## src/sv/eag_pkg.sv

```systemverilog
// ----------------------------------------------------------------------------
// eag_pkg
// Shared types and codes for the effective address generator.
// ----------------------------------------------------------------------------
`default_nettype none

package eag_pkg;

   localparam logic [1:0] OP_READ  = 2'd0;
   localparam logic [1:0] OP_WRITE = 2'd1;
   localparam logic [1:0] OP_RMW   = 2'd2;
   localparam logic [1:0] OP_NONE  = 2'd3;

   localparam logic [3:0] MODE_IMM   = 4'd0;
   localparam logic [3:0] MODE_ABS   = 4'd1;
   localparam logic [3:0] MODE_ZP    = 4'd2;
   localparam logic [3:0] MODE_ZP_X  = 4'd3;
   localparam logic [3:0] MODE_ZP_Y  = 4'd4;
   localparam logic [3:0] MODE_ABS_X = 4'd5;
   localparam logic [3:0] MODE_ABS_Y = 4'd6;
   localparam logic [3:0] MODE_IND_X = 4'd7;
   localparam logic [3:0] MODE_IND_Y = 4'd8;

   localparam logic [1:0] BYTES_ONE = 2'd1;
   localparam logic [1:0] BYTES_TWO = 2'd2;

   typedef struct packed {
      logic [1:0] op;
      logic [3:0] mode;
      logic [7:0] operand_low;
      logic [7:0] operand_high;
      logic [7:0] index_x;
      logic [7:0] index_y;
      logic [7:0] pointer_low;
      logic [7:0] pointer_high;
   } req_type;

   typedef struct packed {
      logic [15:0] effective_address;
      logic        is_immediate;
      logic [7:0]  pointer_address;
      logic        uses_pointer;
      logic        page_crossed;
      logic        first_dummy_valid;
      logic [15:0] first_dummy_address;
      logic        second_dummy_valid;
      logic [15:0] second_dummy_address;
      logic [1:0]  operand_bytes;
      logic        unsupported;
   } rsp_type;

endpackage

`default_nettype wire

```

## src/sv/eag_calc.sv

```systemverilog
// ----------------------------------------------------------------------------
// eag_calc
// Address decode for one registered request: indexing, pointer, dummy reads.
// ----------------------------------------------------------------------------
`default_nettype none

module eag_calc (
   input  wire eag_pkg::req_type req,
   output eag_pkg::rsp_type rsp
);

   logic [7:0]  idx;
   logic [8:0]  zp_sum;
   logic [8:0]  abs_lo_sum;
   logic [8:0]  ind_lo_sum;
   logic [15:0] abs_ea;
   logic [15:0] abs_unc;
   logic [15:0] ind_ea;
   logic [15:0] ind_unc;
   logic        abs_cross;
   logic        ind_cross;
   logic        bad;

   always_comb begin
      idx = (req.mode == eag_pkg::MODE_ABS_X || req.mode == eag_pkg::MODE_ZP_X ||
             req.mode == eag_pkg::MODE_IND_X) ? req.index_x : req.index_y;
      zp_sum     = {1'b0, req.operand_low} + {1'b0, idx};
      abs_lo_sum = {1'b0, req.operand_low} + {1'b0, idx};
      ind_lo_sum = {1'b0, req.pointer_low} + {1'b0, req.index_y};
      abs_cross  = abs_lo_sum[8];
      ind_cross  = ind_lo_sum[8];
      abs_ea     = {req.operand_high + {7'd0, abs_cross}, abs_lo_sum[7:0]};
      abs_unc    = {req.operand_high, abs_lo_sum[7:0]};
      ind_ea     = {req.pointer_high + {7'd0, ind_cross}, ind_lo_sum[7:0]};
      ind_unc    = {req.pointer_high, ind_lo_sum[7:0]};
      bad = (req.op == eag_pkg::OP_NONE) || (req.mode > eag_pkg::MODE_IND_Y) ||
            ((req.op == eag_pkg::OP_RMW) &&
             (req.mode inside {eag_pkg::MODE_IMM, eag_pkg::MODE_ZP_Y}));

      rsp = '0;
      rsp.operand_bytes = eag_pkg::BYTES_ONE;

      if (bad) begin
         rsp.unsupported = 1'b1;
      end else begin
         case (req.mode)
            eag_pkg::MODE_IMM: begin
               rsp.effective_address = {8'd0, req.operand_low};
               rsp.is_immediate      = 1'b1;
            end
            eag_pkg::MODE_ABS: begin
               rsp.effective_address = {req.operand_high, req.operand_low};
               rsp.operand_bytes     = eag_pkg::BYTES_TWO;
            end
            eag_pkg::MODE_ZP: begin
               rsp.effective_address = {8'd0, req.operand_low};
            end
            eag_pkg::MODE_ZP_X, eag_pkg::MODE_ZP_Y: begin
               rsp.effective_address   = {8'd0, zp_sum[7:0]};
               rsp.first_dummy_valid   = 1'b1;
               rsp.first_dummy_address = {8'd0, req.operand_low};
            end
            eag_pkg::MODE_ABS_X, eag_pkg::MODE_ABS_Y: begin
               rsp.effective_address = abs_ea;
               rsp.page_crossed      = abs_cross;
               rsp.operand_bytes     = eag_pkg::BYTES_TWO;
               case (req.op)
                  eag_pkg::OP_READ: begin
                     rsp.second_dummy_valid   = abs_cross;
                     rsp.second_dummy_address = abs_cross ? abs_unc : 16'd0;
                  end
                  eag_pkg::OP_WRITE: begin
                     rsp.second_dummy_valid   = 1'b1;
                     rsp.second_dummy_address = abs_ea;
                  end
                  default: begin
                     rsp.second_dummy_valid   = 1'b1;
                     rsp.second_dummy_address = abs_unc;
                  end
               endcase
            end
            eag_pkg::MODE_IND_X: begin
               rsp.effective_address   = {req.pointer_high, req.pointer_low};
               rsp.pointer_address     = zp_sum[7:0];
               rsp.uses_pointer        = 1'b1;
               rsp.first_dummy_valid   = 1'b1;
               rsp.first_dummy_address = {8'd0, req.operand_low};
            end
            default: begin
               rsp.effective_address = ind_ea;
               rsp.pointer_address   = req.operand_low;
               rsp.uses_pointer      = 1'b1;
               rsp.page_crossed      = ind_cross;
               if (req.op == eag_pkg::OP_READ) begin
                  rsp.first_dummy_valid    = 1'b1;
                  rsp.first_dummy_address  = {8'd0, req.operand_low};
                  rsp.second_dummy_valid   = ind_cross;
                  rsp.second_dummy_address = ind_cross ? ind_unc : 16'd0;
               end else begin
                  rsp.second_dummy_valid   = 1'b1;
                  rsp.second_dummy_address = ind_ea;
               end
            end
         endcase
      end
   end

endmodule

`default_nettype wire

```

## src/sv/effective_address_generator_unit.sv

```systemverilog
// ----------------------------------------------------------------------------
// effective_address_generator_unit
// Operand address generation for a 6502-style core, one request per cycle.
// ----------------------------------------------------------------------------
// Usage:
//   Request channel: drive the req_ fields and raise start; the request is
//   taken at a rising edge where start is high and busy is low. busy is high
//   only while reset is asserted, so a new request may follow every cycle.
//   Result channel: rsp_valid pulses for exactly one cycle with the decoded
//   address, pointer address, page-cross flag, dummy-read addresses, operand
//   byte count and unsupported flag.
// Pipeline: an accepted request is held in the request register, then its
//   decoded result is held in the result register.
// Throughput: one request per cycle; the decode is a single pass of 8-bit
//   adders and selection between the two registers.
// Reset: synchronous, clears both valid bits; no request is in flight after.
// The receiver cannot stall: every result is taken in its single cycle.
// ----------------------------------------------------------------------------
`default_nettype none

module effective_address_generator_unit (
   input  wire logic        clock,
   input  wire logic        reset,
   input  wire logic        start,
   output logic             busy,
   input  wire logic [1:0]  req_op,
   input  wire logic [3:0]  req_mode,
   input  wire logic [7:0]  req_operand_low,
   input  wire logic [7:0]  req_operand_high,
   input  wire logic [7:0]  req_index_x,
   input  wire logic [7:0]  req_index_y,
   input  wire logic [7:0]  req_pointer_low,
   input  wire logic [7:0]  req_pointer_high,
   output logic             rsp_valid,
   output logic [15:0]      rsp_effective_address,
   output logic             rsp_is_immediate,
   output logic [7:0]       rsp_pointer_address,
   output logic             rsp_uses_pointer,
   output logic             rsp_page_crossed,
   output logic             rsp_first_dummy_valid,
   output logic [15:0]      rsp_first_dummy_address,
   output logic             rsp_second_dummy_valid,
   output logic [15:0]      rsp_second_dummy_address,
   output logic [1:0]       rsp_operand_bytes,
   output logic             rsp_unsupported
);

   eag_pkg::req_type req_in;
   eag_pkg::req_type req_ff;
   logic             req_valid_in;
   logic             req_valid_ff;
   eag_pkg::rsp_type rsp_in;
   eag_pkg::rsp_type rsp_ff;
   logic             rsp_valid_in;
   logic             rsp_valid_ff;

   assign busy         = reset;
   assign req_valid_in = start & ~busy;
   assign rsp_valid_in = req_valid_ff;

   always_comb begin
      req_in.op           = req_op;
      req_in.mode         = req_mode;
      req_in.operand_low  = req_operand_low;
      req_in.operand_high = req_operand_high;
      req_in.index_x      = req_index_x;
      req_in.index_y      = req_index_y;
      req_in.pointer_low  = req_pointer_low;
      req_in.pointer_high = req_pointer_high;
   end

   eag_calc u_calc (
      .req (req_ff),
      .rsp (rsp_in)
   );

   always_ff @(posedge clock) begin
      if (reset) begin
         req_valid_ff <= 1'b0;
         rsp_valid_ff <= 1'b0;
      end else begin
         req_valid_ff <= req_valid_in;
         rsp_valid_ff <= rsp_valid_in;
      end
   end

   always_ff @(posedge clock) begin
      if (req_valid_in) begin
         req_ff <= req_in;
      end
      if (rsp_valid_in) begin
         rsp_ff <= rsp_in;
      end
   end

   assign rsp_valid                = rsp_valid_ff;
   assign rsp_effective_address    = rsp_ff.effective_address;
   assign rsp_is_immediate         = rsp_ff.is_immediate;
   assign rsp_pointer_address      = rsp_ff.pointer_address;
   assign rsp_uses_pointer         = rsp_ff.uses_pointer;
   assign rsp_page_crossed         = rsp_ff.page_crossed;
   assign rsp_first_dummy_valid    = rsp_ff.first_dummy_valid;
   assign rsp_first_dummy_address  = rsp_ff.first_dummy_address;
   assign rsp_second_dummy_valid   = rsp_ff.second_dummy_valid;
   assign rsp_second_dummy_address = rsp_ff.second_dummy_address;
   assign rsp_operand_bytes        = rsp_ff.operand_bytes;
   assign rsp_unsupported          = rsp_ff.unsupported;

endmodule

`default_nettype wire
```

## config.mk

```make
export PLATFORM = sky130hd
export DESIGN_NAME = effective_address_generator_unit
export DESIGN_NICKNAME = d
export VERILOG_FILES = /design/src/sv/eag_pkg.sv /design/src/sv/eag_calc.sv /design/src/sv/effective_address_generator_unit.sv
export SDC_FILE = /design/constraint.sdc
export NUM_CORES = 1
export LEC_CHECK = 0
export ABC_CLOCK_PERIOD_IN_PS = 8800
export BUFFER_PORTS_ARGS = -buffer_cell sky130_fd_sc_hd__clkbuf_2
export CELL_PAD_IN_SITES_DETAIL_PLACEMENT = 0
export CELL_PAD_IN_SITES_GLOBAL_PLACEMENT = 1
export CORE_ASPECT_RATIO = 2
export CORE_MARGIN = 1
export CORE_UTILIZATION = 47
export CTS_CLUSTER_SIZE = 8
export DETAILED_ROUTE_END_ITERATION = 8
export GPL_TIMING_DRIVEN = 0
export HOLD_SLACK_MARGIN = 0.03
export PLACE_DENSITY = 0.9
export SLEW_MARGIN = 20
export SYNTH_ARGS = -nofsm -noshare
export SYNTH_HDL_FRONTEND = slang
export SYNTH_SLANG_ARGS = --single-unit
```

## constraint.sdc

```tcl
create_clock -name clock -period 8.8 [get_ports clock]
set_clock_uncertainty 0.1 [all_clocks]
set_input_delay 1.76 -clock clock [delete_from_list [all_inputs] [get_ports clock]]
set_output_delay 1.76 -clock clock [all_outputs]
set_load 0.01 [all_outputs]
```

After elaboration in Yosys (flattened, before gate mapping)
Index checks and enable logic that the tools add are counted.
Storage, ports and cells
  register bits: 120
  input bits: 57
  output and inout bits: 66
  logic and storage cells: 68
Cells by class
  $add $sub $neg: 4
  order comparisons: 1
  equality and inequality tests: 10
  mux-type cells: 14
  bitwise logic cells: 2
  reduce and logical (&&, ||, !) cells: 16
Operator list (count)
  case mux 17 bit (2 select lines): 3
  case mux 16 bit (5 select lines): 1
  two-way mux 17 bit: 2
  two-way mux 16 bit: 2
  adder 8 x 8 -> 9 bit: 2
  case mux 9 bit (2 select lines): 1
  adder 8 x 1 -> 8 bit: 2
  equality test 4 x 3 -> 1 bit, second input constant: 4
  equality test 4 x 2 -> 1 bit, second input constant: 2
  two-way mux 8 bit: 1
  OR reduction 7 bit: 1
  OR reduction 2 bit: 3
  OR reduction 3 bit: 2
  OR reduction 6 bit: 1
  OR reduction 5 bit: 1
  equality test 2 bit, second input constant: 2
  equality test 4 x 1 -> 1 bit, second input constant: 1
  > comparator 4 bit, second input constant: 1
  logical NOT 4 bit: 1
  logical OR 1 bit: 4
  equality test 2 x 1 -> 1 bit, second input constant: 1
  logical NOT 2 bit: 1
  two-way mux 1 bit: 2
  two-way mux 2 bit: 1
  other kinds (5): 5

Logic depth before layout (Yosys ltp)
  word-level depth: 8
  mapped depth: 15
  gate-level depth less buffers: 14

Modules after synthesis
From an unflattened synthesis, not the netlist that was laid out.
Second synthesis, totals
  cell total of the unflattened synthesis: 494
  area, all modules: 6022.0 um^2
By module, submodules not included
  effective_address_generator_unit: times used 1, cells an instance 124, area each 3609.7 um^2, sequential area each 3583.4 um^2
  eag_calc: times used 1, cells an instance 370, area each 2412.3 um^2, sequential area each 0.0 um^2

Worst setup path before layout
No wires, ideal clock.
  path type: in2reg
  start point: in reset
  end point: reg req_ff[0] in the netlist's numbering (enable)
  arrival time: 4.181 ns
  required time: 8.227 ns
  setup slack: 4.045 ns
  cell stages on the path: 1
  path buffers: 0
  path through: nor2b_1
On the way
  longest elaborated chain between the ends: 2
Ends and longest elaborated chain
  start: declaration: RTL line effective_address_generator_unit.sv:23  | input wire logic reset,
  NOT 1 bit: RTL line effective_address_generator_unit.sv:58  | assign req_valid_in = start & ~busy;
  bitwise AND 1 bit: RTL line effective_address_generator_unit.sv:58
  end signal: assignment: RTL line effective_address_generator_unit.sv:89  | req_ff <= req_in;
  end: declaration: RTL line effective_address_generator_unit.sv:49  | eag_pkg::req_type req_ff;
Every way passes these cells.
A chain may end at the register's enable or synchronous reset.

Worst setup path in the final report
  start point: reg req_ff[49] in the netlist's numbering
  end point: reg rsp_ff (netlist bit rsp_effective_address[15]) (data pin)
On the way
  longest elaborated chain between the ends: 7
  elaborated cells on any way between the ends: 22
  those cells by class: 2 x add/sub; 1 x order compare; 7 x eq/ne; 2 x mux; 10 x reduce/logical
Ends and longest elaborated chain
  equality test 4 x 3 -> 1 bit or equality test 4 x 2 -> 1 bit (tied branches): RTL line eag_calc.sv:25, eag_calc.sv:46
  logical OR 1 bit (2 in a row): RTL line eag_calc.sv:25  | idx = (req.mode == eag_pkg::MODE_ABS_X || req.mode == eag_pkg::MODE_ZP_X ||
  two-way mux 8 bit: RTL line eag_calc.sv:26  | req.mode == eag_pkg::MODE_IND_X) ? req.index_x : req.index_y;
  adder 8 x 8 -> 9 bit
  adder 8 x 1 -> 8 bit: RTL line eag_calc.sv:32  | abs_ea = {req.operand_high + {7'd0, abs_cross}, abs_lo_sum[7:0]};
  case mux 16 bit (5 select lines): RTL line eag_calc.sv:46  | case (req.mode)
  end signal: assignment: RTL line effective_address_generator_unit.sv:92  | rsp_ff <= rsp_in;
  end: declaration: RTL line effective_address_generator_unit.sv:53  | eag_pkg::rsp_type rsp_ff;
Parallel ways exist; a longest one is shown, timed or not.

==> Implementation_results.wiki <==
{| class="wikitable"
! Metric !! Value
|-
| Dominant cell by count in the synthesized netlist || sky130_fd_sc_hd__edfxtp_1
|-
| Drt drc || 0
|-
| Pin slew with the least headroom to its limit || 0.715 ns
|-
| Post-route minimum period || 4.72 ns
|-
| Total global routing track utilization || 21.9%
|-
| Mapped Area || 5880 µm²
|-
| Clock network fraction of design power || 30.9%
|-
| H-Tree Depth || 3
|-
| Element type at the critical path start || flip-flop
|-
| Most area-consuming cells after synthesis || sky130_fd_sc_hd__edfxtp_1, sky130_fd_sc_hd__ha_1, sky130_fd_sc_hd__xnor2_1
|-
| Vias in the first global route || 4099
|-
| Die height || 160 µm
|-
| Post-DR wirelength/cell || 17.7 µm
|-
| RSZ-0062 raised after global routing || false
|-
| Initial Util || 48.2%
|-
| Type of element capturing the critical path || flip-flop
|-
| Seq/Total Area, Yosys || 56.9%
|-
| First-pass DRT Iterations || 5
|-
| Layout Area Growth over Synthesis || 19.3%
|-
| Outcome || finished clean
|-
| Setup WS pre-CTS || 4.11 ns
|-
| Number of hold violations in the final report || 0
|-
| Port-buffer cells || 114
|-
| Main flop type after synthesis || sky130_fd_sc_hd__edfxtp_1
|-
| Number of routed nets with antenna violations || 0
|-
| Number of instances in the synthesized netlist || 483
|-
| Total of max-cap violations || 0
|-
| # hold bufs at CTS || 0
|-
| Yosys warning count || 0
|-
| Switch share || 27.5%
|-
| Slew Viols, Final || 0
|-
| Via total after detailed routing || 4318
|-
| Fill cell total of the finished layout || 1056
|-
| Number of cells in the finished layout apart from fillers || 769
|-
| Fraction of post-synthesis cell area in the top cell type by area || 56.2%
|-
| Proportion of power drawn by flip-flops and latches || 49.3%
|-
| Total internal power || 964 µW
|-
| Source-to-sink clock delay at the later pin of the worst-skew pair || 0.35 ns
|-
| Finish-stage setup viols || 0
|-
| PD cells || 190 nW/µm²
|-
| Commonest cells in the netlist || sky130_fd_sc_hd__edfxtp_1, sky130_fd_sc_hd__nand2_1, sky130_fd_sc_hd__a21oi_1, sky130_fd_sc_hd__nor2_1, sky130_fd_sc_hd__xnor2_1
|-
| Number of sinks driven by the clock tree || 112
|-
| WL final || 13600 µm
|-
| Proportion of layout cells with a drive suffix above 1 || 28.5%
|-
| Register bit count reported by yosys || 112
|-
| P_sw || 365 µW
|-
| Final hold slack || 0.542 ns
|-
| Placed cell count || 753
|-
| Avg Synthesized Cell Area || 12.2 µm²
|-
| EDFF count, synth || 110
|-
| Data required time at the worst endpoint || 8.77 ns
|-
| Number of antenna violations at the first check in global routing || 0
|-
| Final worst-path cycle share || 53.6%
|-
| Maximum count of clock buffers along a single path || 2
|-
| Largest driver fanout on the critical path || 10
|-
| Placer's final routability congestion estimate || 0.883
|-
| Number of ports placed on the die boundary || 123
|-
| Worst voltage drop across the vdd grid || 129 µV
|-
| Slew margin rel. || 52.0%
|-
| Leading area contributor after synthesis || sky130_fd_sc_hd__edfxtp_1
|-
| Post-placement cell area || 6710 µm²
|-
| Library cells used by synthesis || 63
|-
| Combinational cell fraction of total power || 19.9%
|-
| Post-route design area || 7010 µm²
|-
| Average vias per placed instance || 5.62
|-
| Area of the die || 13000 µm²
|-
| Pin count of the biggest net entering global routing || 39
|-
| Post-route worst setup slack || 4.08 ns
|-
| Final Util || 57.5%
|-
| Class of the most critical setup path || flip-flop to flip-flop
|-
| F_max || 212 MHz
|-
| Antenna diode count || 0
|-
| Worst hold path type || flip-flop to flip-flop
|-
| Half-perimeter wire length of the detailed placement result || 10700 µm
|-
| Cell row count || 57
|-
| Library cell used as clock root buffer || sky130_fd_sc_hd__clkbuf_16
|-
| Post-cts gate resize count || 0
|-
| Post-Route Setup TNS || 0 ns
|-
| Net count reported at finish || 697
|-
| Clock buffer count from CTS || 9
|-
| Leakage power || 2.69 nW
|-
| Post-CTS setup buffers || 0
|-
| First-pass GRT wire length || 21000 µm
|-
| Horizontal die dimension || 81.1 µm
|-
| Synth async-reset ratio || 0%
|-
| Signal arrival time at the worst endpoint || 4.69 ns
|-
| Remaining Overflow, GRT || 0
|-
| Floorplan core area || 12200 µm²
|-
| Clock transition at the registers of the reported paths || 0.08 ns
|-
| Clock tree from TritonCTS || done
|-
| Initial detailed-routing violation count || 311
|-
| Total Power || 1.33 mW
|}
-- power groups by stage --
stage          Clock, mW  Sequential [mW]  Combinational (mW)
2_1_floorplan          0            0.675               0.164
3_3_place_gp           0            0.670               0.251
3_5_place_dp           0            0.667               0.261
4_1_cts            0.417            0.655               0.262
5_1_grt            0.436            0.659               0.287
6_report           0.410            0.655               0.264
-- cells by family after synthesis --
group | after synthesis | synth area share [%]
AO/OA/AOI/OAI | 118 | 14.6
XOR/XNOR | 36 | 5.36
adder cells (fa/ha/maj) | 23 | 5.15
buffers and inverters | 44 | 3.89
flip-flops | 112 | 56.9
multiplexers | 11 | 2.04
other | 1 | 0.0638
AND/OR/NAND/NOR | 138 | 12.0
-- final timing paths --
| check | from | endpoint | slack, ns | cells past startpoint |
|---|---|---|---|---|
| setup / recovery | req_ff[49] | rsp_effective_address[15] | 4.08 | 14 |
| hold / removal | req_ff[40] | rsp_first_dummy_address[0] | 0.54 | 1 |
| setup reg to reg | req_ff[49] | rsp_effective_address[15] | 4.08 | 14 |
| hold reg to reg | req_ff[40] | rsp_first_dummy_address[0] | 0.54 | 1 |
-- per-layer routing --
metal	vias up	routed length [µm]	track usage [%]
li1	2078	-	-
met1	2041	5390	26.6
met2	175	7240	37.3
met3	24	650	3.49
met4	0	314	9.42
met5	-	0	0
-- placed cells by master, fill, tap and decap left out, types with 10 or more instances in the layout --
| cell | n |
|---|---|
| sky130_fd_sc_hd__nand2_1 | 39 |
| sky130_fd_sc_hd__nor2_1 | 27 |
| sky130_fd_sc_hd__clkbuf_1 | 14 |
| sky130_fd_sc_hd__buf_4 | 11 |
| sky130_fd_sc_hd__and2_1 | 10 |
| sky130_fd_sc_hd__nand3_1 | 11 |
| sky130_fd_sc_hd__a221oi_1 | 11 |
| sky130_fd_sc_hd__edfxtp_1 | 110 |
| sky130_fd_sc_hd__and3_1 | 10 |
| sky130_fd_sc_hd__nor3_1 | 10 |
| sky130_fd_sc_hd__ha_1 | 21 |
| sky130_fd_sc_hd__o21ai_0 | 13 |
| sky130_fd_sc_hd__xnor2_1 | 22 |
| sky130_fd_sc_hd__a21oi_1 | 27 |
| sky130_fd_sc_hd__clkbuf_2 | 114 |
| sky130_fd_sc_hd__xor2_1 | 14 |
-- worst max-delay path, stage by stage (launching register included) --
cell                       delay, ns
sky130_fd_sc_hd__edfxtp_1       0.43
sky130_fd_sc_hd__buf_2          0.25
sky130_fd_sc_hd__nor2_2         0.14
sky130_fd_sc_hd__nor3b_4        0.46
sky130_fd_sc_hd__mux2_2         0.42
sky130_fd_sc_hd__ha_1           0.41
sky130_fd_sc_hd__a211oi_1       0.11
sky130_fd_sc_hd__a21o_1         0.21
sky130_fd_sc_hd__a21oi_1        0.51
sky130_fd_sc_hd__ha_1           0.34
sky130_fd_sc_hd__nand2_1        0.14
sky130_fd_sc_hd__nor4_1         0.40
sky130_fd_sc_hd__xor2_1         0.13
sky130_fd_sc_hd__a221oi_1       0.31
sky130_fd_sc_hd__a211oi_1       0.08
-- flip-flops by register name, indices dropped and copies added, names as in the netlist --
register                  cells
req_ff                       54
req_valid_ff                  1
rsp_effective_address        16
rsp_first_dummy_address       8
rsp_first_dummy_valid         1
rsp_is_immediate              1
rsp_operand_bytes             2
rsp_page_crossed              1
rsp_pointer_address           8
rsp_second_dummy_address     16
rsp_second_dummy_valid        1
rsp_unsupported               1
rsp_uses_pointer              1
rsp_valid                     1
-- cell type report --
class	count	area [µm²]	share of cell area, %
sequential	112	3340	47.7
timing repair buffer	116	611	8.71
buffer	34	191	2.73
tap	147	184	2.62
clock buffer	10	229	3.27
clock inverter	6	73.8	1.05
inverter	10	37.5	0.535
multi-input combinational	334	2340	33.4
(Power assumes the default switching activity.)
